**src/sv/gamma_correct_mipmap_downsample_defines.svh**
```systemverilog
// ----------------------------------------------------------------------------
// Assertion macros for the gamma-correct mipmap downsampler
// Shared concurrent assertion forms, clocked on clk and disabled in reset.
// ----------------------------------------------------------------------------
`ifndef GAMMA_CORRECT_MIPMAP_DOWNSAMPLE_DEFINES_SVH
`define GAMMA_CORRECT_MIPMAP_DOWNSAMPLE_DEFINES_SVH

// The condition holds at every clock edge out of reset.
`define GCMD_ASSERT_ALWAYS(lbl, cond, msg) \
  lbl: assert property (@(posedge clk) disable iff (!rst_n) (cond)) else $error(msg);

// When the antecedent holds, the consequent holds in the next cycle.
`define GCMD_ASSERT_NEXT(lbl, ante, cons, msg) \
  lbl: assert property (@(posedge clk) disable iff (!rst_n) (ante) |=> (cons)) else $error(msg);

`endif

```
**src/sv/gcmd_pkg.sv**
```systemverilog
// ----------------------------------------------------------------------------
// gcmd_pkg
// Types, sizes and gamma tables shared by the mipmap downsampler modules.
// ----------------------------------------------------------------------------
package gcmd_pkg;

  localparam int MAX_WIDTH    = 2048;
  localparam int COL_W        = $clog2(MAX_WIDTH);
  localparam int WID_W        = 12;
  localparam int CMP_W        = (WID_W > COL_W + 1) ? WID_W : COL_W + 1;

  localparam int MID_DEPTH    = 4;
  localparam int MID_PTR_W    = $clog2(MID_DEPTH);
  localparam int MID_CNT_W    = $clog2(MID_DEPTH + 1);

  localparam int OUT_DEPTH    = 16;
  localparam int OUT_PTR_W    = $clog2(OUT_DEPTH);
  localparam int OUT_CNT_W    = $clog2(OUT_DEPTH + 1);

  localparam int NUM_COLOR    = 3;
  localparam int LIN_W        = 16;
  localparam int SUM_W        = LIN_W + 2;
  localparam int SEARCH_STEPS = 8;

  typedef struct packed {
    logic [7:0] alpha;
    logic [7:0] blue;
    logic [7:0] green;
    logic [7:0] red;
  } pixel_t;

  // One complete 2x2 block: a, b from the stored even row, c, d from the odd row.
  typedef struct packed {
    pixel_t a;
    pixel_t b;
    pixel_t c;
    pixel_t d;
    logic   row_end;
  } quad_t;

  typedef struct packed {
    logic                 empty;
    logic [MID_CNT_W-1:0] count;
  } mid_status_t;

  typedef logic [LIN_W-1:0] lin_rom_t [256];
  typedef logic [16:0]      thr_rom_t [256];

  function automatic logic [255:0] big_pow(input logic [31:0] base, input int unsigned ex);
    logic [255:0] acc;
    acc = 256'd1;
    for (int e = 0; e < int'(ex); e++) begin
      acc = acc * {224'd0, base};
    end
    return acc;
  endfunction

  // n - 1/2 <= 65535 * ((v+1)/256)^2.2, compared as exact integer powers.
  function automatic logic fwd_ok(input logic [31:0] n, input logic [31:0] v);
    logic [255:0] lhs;
    logic [255:0] rhs;
    if (n == 32'd0) begin
      return 1'b1;
    end
    lhs = big_pow(2 * n - 1, 5) * big_pow(32'd256, 11);
    rhs = big_pow(v + 1, 11) * big_pow(32'd131070, 5);
    return lhs <= rhs;
  endfunction

  // k - 1/2 <= 255 * ((s+1)/65536)^(1/2.2), compared as exact integer powers.
  function automatic logic inv_ok(input logic [31:0] k, input logic [31:0] s);
    logic [255:0] lhs;
    logic [255:0] rhs;
    if (k == 32'd0) begin
      return 1'b1;
    end
    lhs = big_pow(2 * k - 1, 11) * big_pow(32'd65536, 5);
    rhs = big_pow(s + 1, 5) * big_pow(32'd510, 11);
    return lhs <= rhs;
  endfunction

  function automatic lin_rom_t build_lin();
    lin_rom_t     rom;
    logic [31:0]  lo;
    logic [31:0]  hi;
    logic [31:0]  mid;
    for (int v = 0; v < 256; v++) begin
      lo = 32'd0;
      hi = 32'd65535;
      while (lo < hi) begin
        mid = (lo + hi + 1) >> 1;
        if (fwd_ok(mid, 32'(v))) begin
          lo = mid;
        end else begin
          hi = mid - 1;
        end
      end
      rom[v] = lo[LIN_W-1:0];
    end
    return rom;
  endfunction

  // Smallest linear sum that decodes to each output code; entry zero is zero.
  function automatic thr_rom_t build_thr();
    thr_rom_t     rom;
    logic [31:0]  lo;
    logic [31:0]  hi;
    logic [31:0]  mid;
    rom[0] = 17'd0;
    for (int k = 1; k < 256; k++) begin
      lo = 32'd0;
      hi = 32'd65536;
      while (lo < hi) begin
        mid = (lo + hi) >> 1;
        if (inv_ok(32'(k), mid)) begin
          hi = mid;
        end else begin
          lo = mid + 1;
        end
      end
      rom[k] = lo[16:0];
    end
    return rom;
  endfunction

  localparam lin_rom_t LIN_ROM = build_lin();
  localparam thr_rom_t THR_ROM = build_thr();

endpackage

```
**src/sv/gcmd_quad_fifo.sv**
```systemverilog
// ----------------------------------------------------------------------------
// gcmd_quad_fifo
// Short queue of assembled 2x2 blocks between the front and back parts.
// ----------------------------------------------------------------------------
`include "gamma_correct_mipmap_downsample_defines.svh"

module gcmd_quad_fifo (
  input  logic                  clk,
  input  logic                  rst_n,
  input  logic                  wr_en,
  input  gcmd_pkg::quad_t       wr_quad,
  input  logic                  rd_en,
  output gcmd_pkg::quad_t       rd_quad,
  output gcmd_pkg::mid_status_t status
);

  gcmd_pkg::quad_t                entries_r [gcmd_pkg::MID_DEPTH];
  logic [gcmd_pkg::MID_PTR_W-1:0] wr_ptr_r;
  logic [gcmd_pkg::MID_PTR_W-1:0] rd_ptr_r;
  logic [gcmd_pkg::MID_CNT_W-1:0] count_r;
  logic [gcmd_pkg::MID_CNT_W-1:0] count_nxt;

  assign count_nxt = count_r + gcmd_pkg::MID_CNT_W'(wr_en) - gcmd_pkg::MID_CNT_W'(rd_en);

  always_ff @(posedge clk) begin
    if (!rst_n) begin
      wr_ptr_r <= '0;
      rd_ptr_r <= '0;
      count_r  <= '0;
    end else begin
      if (wr_en) begin
        wr_ptr_r <= wr_ptr_r + gcmd_pkg::MID_PTR_W'(1);
      end
      if (rd_en) begin
        rd_ptr_r <= rd_ptr_r + gcmd_pkg::MID_PTR_W'(1);
      end
      count_r <= count_nxt;
    end
  end

  always_ff @(posedge clk) begin
    if (wr_en) begin
      entries_r[wr_ptr_r] <= wr_quad;
    end
  end

  assign rd_quad      = entries_r[rd_ptr_r];
  assign status.empty = count_r == '0;
  assign status.count = count_r;

  `GCMD_ASSERT_ALWAYS(a_mid_no_overflow, !(wr_en && !rd_en && count_r == gcmd_pkg::MID_CNT_W'(gcmd_pkg::MID_DEPTH)), "block queue written while full")
  `GCMD_ASSERT_ALWAYS(a_mid_no_underflow, !(rd_en && count_r == '0), "block queue read while empty")
  `GCMD_ASSERT_NEXT(a_mid_ptr_gap, 1'b1, wr_ptr_r == rd_ptr_r + gcmd_pkg::MID_PTR_W'(count_r), "block queue pointers disagree with count")

endmodule

```
**config.mk**
```make
export PLATFORM = sky130hd
export DESIGN_NAME = gcmd_quad_fifo
export DESIGN_NICKNAME = d
export VERILOG_FILES = /design/src/sv/gcmd_pkg.sv /design/src/sv/gcmd_quad_fifo.sv
export VERILOG_INCLUDE_DIRS = /design/src /design/src/sv
export SDC_FILE = /design/constraint.sdc
export NUM_CORES = 1
export LEC_CHECK = 0
export ABC_AREA = 1
export BUFFER_PORTS_ARGS = -buffer_cell sky130_fd_sc_hd__buf_2
export CORE_MARGIN = 2
export CORE_UTILIZATION = 50
export CTS_CLUSTER_DIAMETER = 30
export DETAILED_ROUTE_END_ITERATION = 10
export PLACE_DENSITY = 0.71
export SLEW_MARGIN = 20
export SYNTH_ARGS = -nofsm -noshare
export SYNTH_HDL_FRONTEND = slang
export SYNTH_SLANG_ARGS = --single-unit
export TNS_END_PERCENT = 5
```
**constraint.sdc**
```tcl
create_clock -name clk -period 4.6 [get_ports clk]
set_clock_uncertainty 0.1 [all_clocks]
set_input_delay 1.38 -clock clk [delete_from_list [all_inputs] [get_ports clk]]
set_output_delay 1.38 -clock clk [all_outputs]
set_load 0.01 [all_outputs]
```
==> results.toml <==
[setup_path]
worst_r2r_endpoint = "entries_r[0][55]"
critPathLaunchType = "flip-flop"
crit_chain = "buf_12 > nor2_1 > nor2_1 > o21ai_0 > o21ai_1 > buf_2"
timing.critical_path.fanout_max = 199
cp-end-kind = "output pin"
criticalPathCategory = "reg2out"
crit_buf_inv = 2
worst-r2r-setup-slack_ns = 2.50
worst_path_most_repeated_cell = "nor2_1"
worstRegToRegCells = 5
slowest_cell_delay_on_critical_path_ns = 0.62
critical_path.slowest_cell = "buf_12"
critical_path_arrival_ns = 2.44
regToRegStartpoint = "wr_ptr_r[0]"
critPathTopFamily = "buffers and inverters"
worst-endpoint-required_ns = 3.12

[place]
place.port_buffers = 265
place.gp.congestion = 0.7398
dp_hpwl_um = 22620
detailed_place.area_sq_um = 21640

[floorplanning]
ios = 266
floorplan.die_area_sq_um = 41270
std_cell_rows = 72
die_width_um = 203.1
start_util_pct = 50.95
die-height_um = 203.1
fp.coreArea_sq_um = 38920

[global_route]
overflow = 0
number_of_antenna_violations_at_the_first_check_in_global_routing = 8
grt_pass1_vias = 12210
grt_usage_pct = 20.34
grt_start_max_net_pins = 200
grt_pass1_wl_um = 64750

[sta]
timing.final.hold_violations = 0
min_period_over_period_pct = 85.32
worst_slew_pin_slew_ns = 0.9660
timing.final.max_slew_violations = 0
finalCriticalPeriod_ns = 3.925
timing.max_slew.rel_slack_pct = 35.60
setup_total_negative_slack_ns = 0
maxClockFrequency_mhz = 254.8
rsz0062_at_grt = "false"
final-setup-viol-count = 0

[logic_synthesis]
synth_fp_nets = 1573
synth_async_sr_flop_share_pct = 0
ys_seq_area_share_pct = 79.05
biggest_area_consumer_among_synthesized_cells = "edfxtp_1"
synthCells = 1433
syn-mean-instance-area_sq_um = 13.84
synth-edff-count = 516
synth_top_flop_cell = "edfxtp_1"
yosys-top-cells-area = "edfxtp_1, nor2_1, o21ai_1"
synth_top_area_share_pct = 78.14
netlist-cell-type-count = 18
post-synth-top-count-cell = "edfxtp_1"
ys_seq_elements = 525
yosys-top-cells-count = "edfxtp_1, nor2_1, o21ai_1"
syn-cell-area_sq_um = 19830
yosys_warnings = 0

[route]
remaining_drc_errors = 0
route.detailed.wl_per_inst_um = 18.04
drt.antenna.violating_nets = 0
detail_route.iter0.violations = 922
route.final.wire_length_um = 42220
drt_pre_antenna_iters = 7
total_via_count_in_the_routed_design = 12220
routed_via_density = 5.223

[cts]
cts_htree_levels = 3
clk_transition_reported_paths_ns = 0.05
cts.path.max_buffers = 3
clock_sinks = 525
worstSkewPairLatency_ns = 0.60
tritoncts = "built"
cts_resized = 0
cts_setup_buffers = 0
cts_inserted_buffers = 96
post_cts_hold_buffer_count = 0
clock-root-buffer = "clkbuf_16"

[power]
p_int_mw = 10.30
share_seq_of_total_power_pct = 41.4
post-layout-total-power_mw = 13.37
power_density_nw_per_um2 = 536.9
power_frac_comb_pct = 7.4
p_leak_nw = 9.002
netSwitchingFraction_pct = 22.98
vdd_drop_max_v = 0.0003341
switching_power_mw = 3.072
share_clk_of_total_power_pct = 51.2

[min_path]
hold_path_class = "reg2reg"
holdPathStages = 1
sink_of_the_worst_hold_path = "rd_ptr_r[1]"
worstHoldStart = "rd_ptr_r[1]"

[finish]
area_delta_synth_final_pct = 25.59
final_layout_size_suffix_gt1_share_pct = 24.83
final_cell_area_sq_um = 24900
finalNetCount = 1873
final.fill_count = 2838

[outcome]
outcome = "finished clean"

[flow_run]
max_cap_violations = 0
==> cells by family after synthesis <==
logic type                 Yosys count  share of synthesized area (%)
DFF                                525                          79.05
adders and majority gates            7                         0.4795
buffers and inverters              105                          2.890
AOI/OAI and AO/OA                  396                          9.995
and+or+nand+nor                    400                          7.584
==> sequential cells by signal (all words and copies together) (netlist names), named ones only <==
name       cells
entries_r    516
count_r        3
rd_ptr_r       2
wr_ptr_r       2
==> layer usage <==
| layer | global-route usage (%) | up-vias | wire length (um) |
|---|---|---|---|
| met1 | 25.05 | 5928 | 17040 |
| li1 | - | 5857 | - |
| met2 | 34.28 | 350 | 21120 |
| met3 | 6.216 | 78 | 3192 |
| met5 | 0 | - | 45 |
| met4 | 7.117 | 8 | 821 |
==> how the worst max path moves through the flow <==
stage	endpoint	cells past startpoint
finish	rd_quad[55]	6
floorplan	entries_r[2][0]	2
global route	rd_quad[55]	6
global placement	rd_quad[55]	6
CTS	rd_quad[33]	5
detailed placement	rd_quad[2]	5
==> cells in the final DEF (no fill, tap or decap), types with 10 or more instances in the layout <==
| master | count |
|---|---|
| buf_12 | 11 |
| buf_2 | 265 |
| buf_4 | 11 |
| bufinv_16 | 10 |
| clkbuf_16 | 98 |
| clkinv_1 | 15 |
| clkinv_2 | 11 |
| clkinv_4 | 11 |
| clkinvlp_4 | 15 |
| edfxtp_1 | 516 |
| inv_1 | 14 |
| inv_6 | 14 |
| nand2_1 | 11 |
| nor2_1 | 387 |
| o21ai_0 | 180 |
| o21ai_1 | 211 |
==> cell type report <==
cell class / count / area, sq um / area share (%)
flip-flops and latches: 525 / 15680 / 62.96
multi-input cells: 803 / 3581 / 14.38
clock buffers: 107 / 2486 / 9.983
repair buffers: 287 / 1629 / 6.542
clock inverters: 74 / 759.5 / 3.050
well taps: 518 / 648.1 / 2.603
inverters: 20 / 105.1 / 0.4220
diodes: 6 / 15.01 / 0.06029
==> stage by stage <==
step	cells	worst slack [ns]	utilization (%)	hold WS, ns
2_1_floorplan	1433	0.1195	-	0.3115
3_3_place_gp	2153	1.347	55.61	0.3318
4_1_cts	2334	0.7009	63.95	0.3466
6_report	2340	0.6754	63.99	0.3509
3_5_place_dp	2153	1.355	55.61	0.3309
5_1_grt	2336	0.5150	63.96	0.3762
==> power groups by stage <==
stage	logic [mW]	clock network, mW	registers [mW]
after floorplan	0.556	0	5.64
after CTS	0.999	6.95	5.54
after detailed placement	0.991	0	5.62
after global placement	0.962	0	5.61
final	0.983	6.85	5.53
after global routing	1.09	7.18	5.55
==> worst reg2reg max path, cell delays in order, from the launching register on <==
cell	delay (ns)
dfxtp_1	0.32
inv_1	0.13
ha_1	0.17
nand2_1	0.11
inv_6	0.56
buf_12	0.36
(Power assumes the default switching activity.)
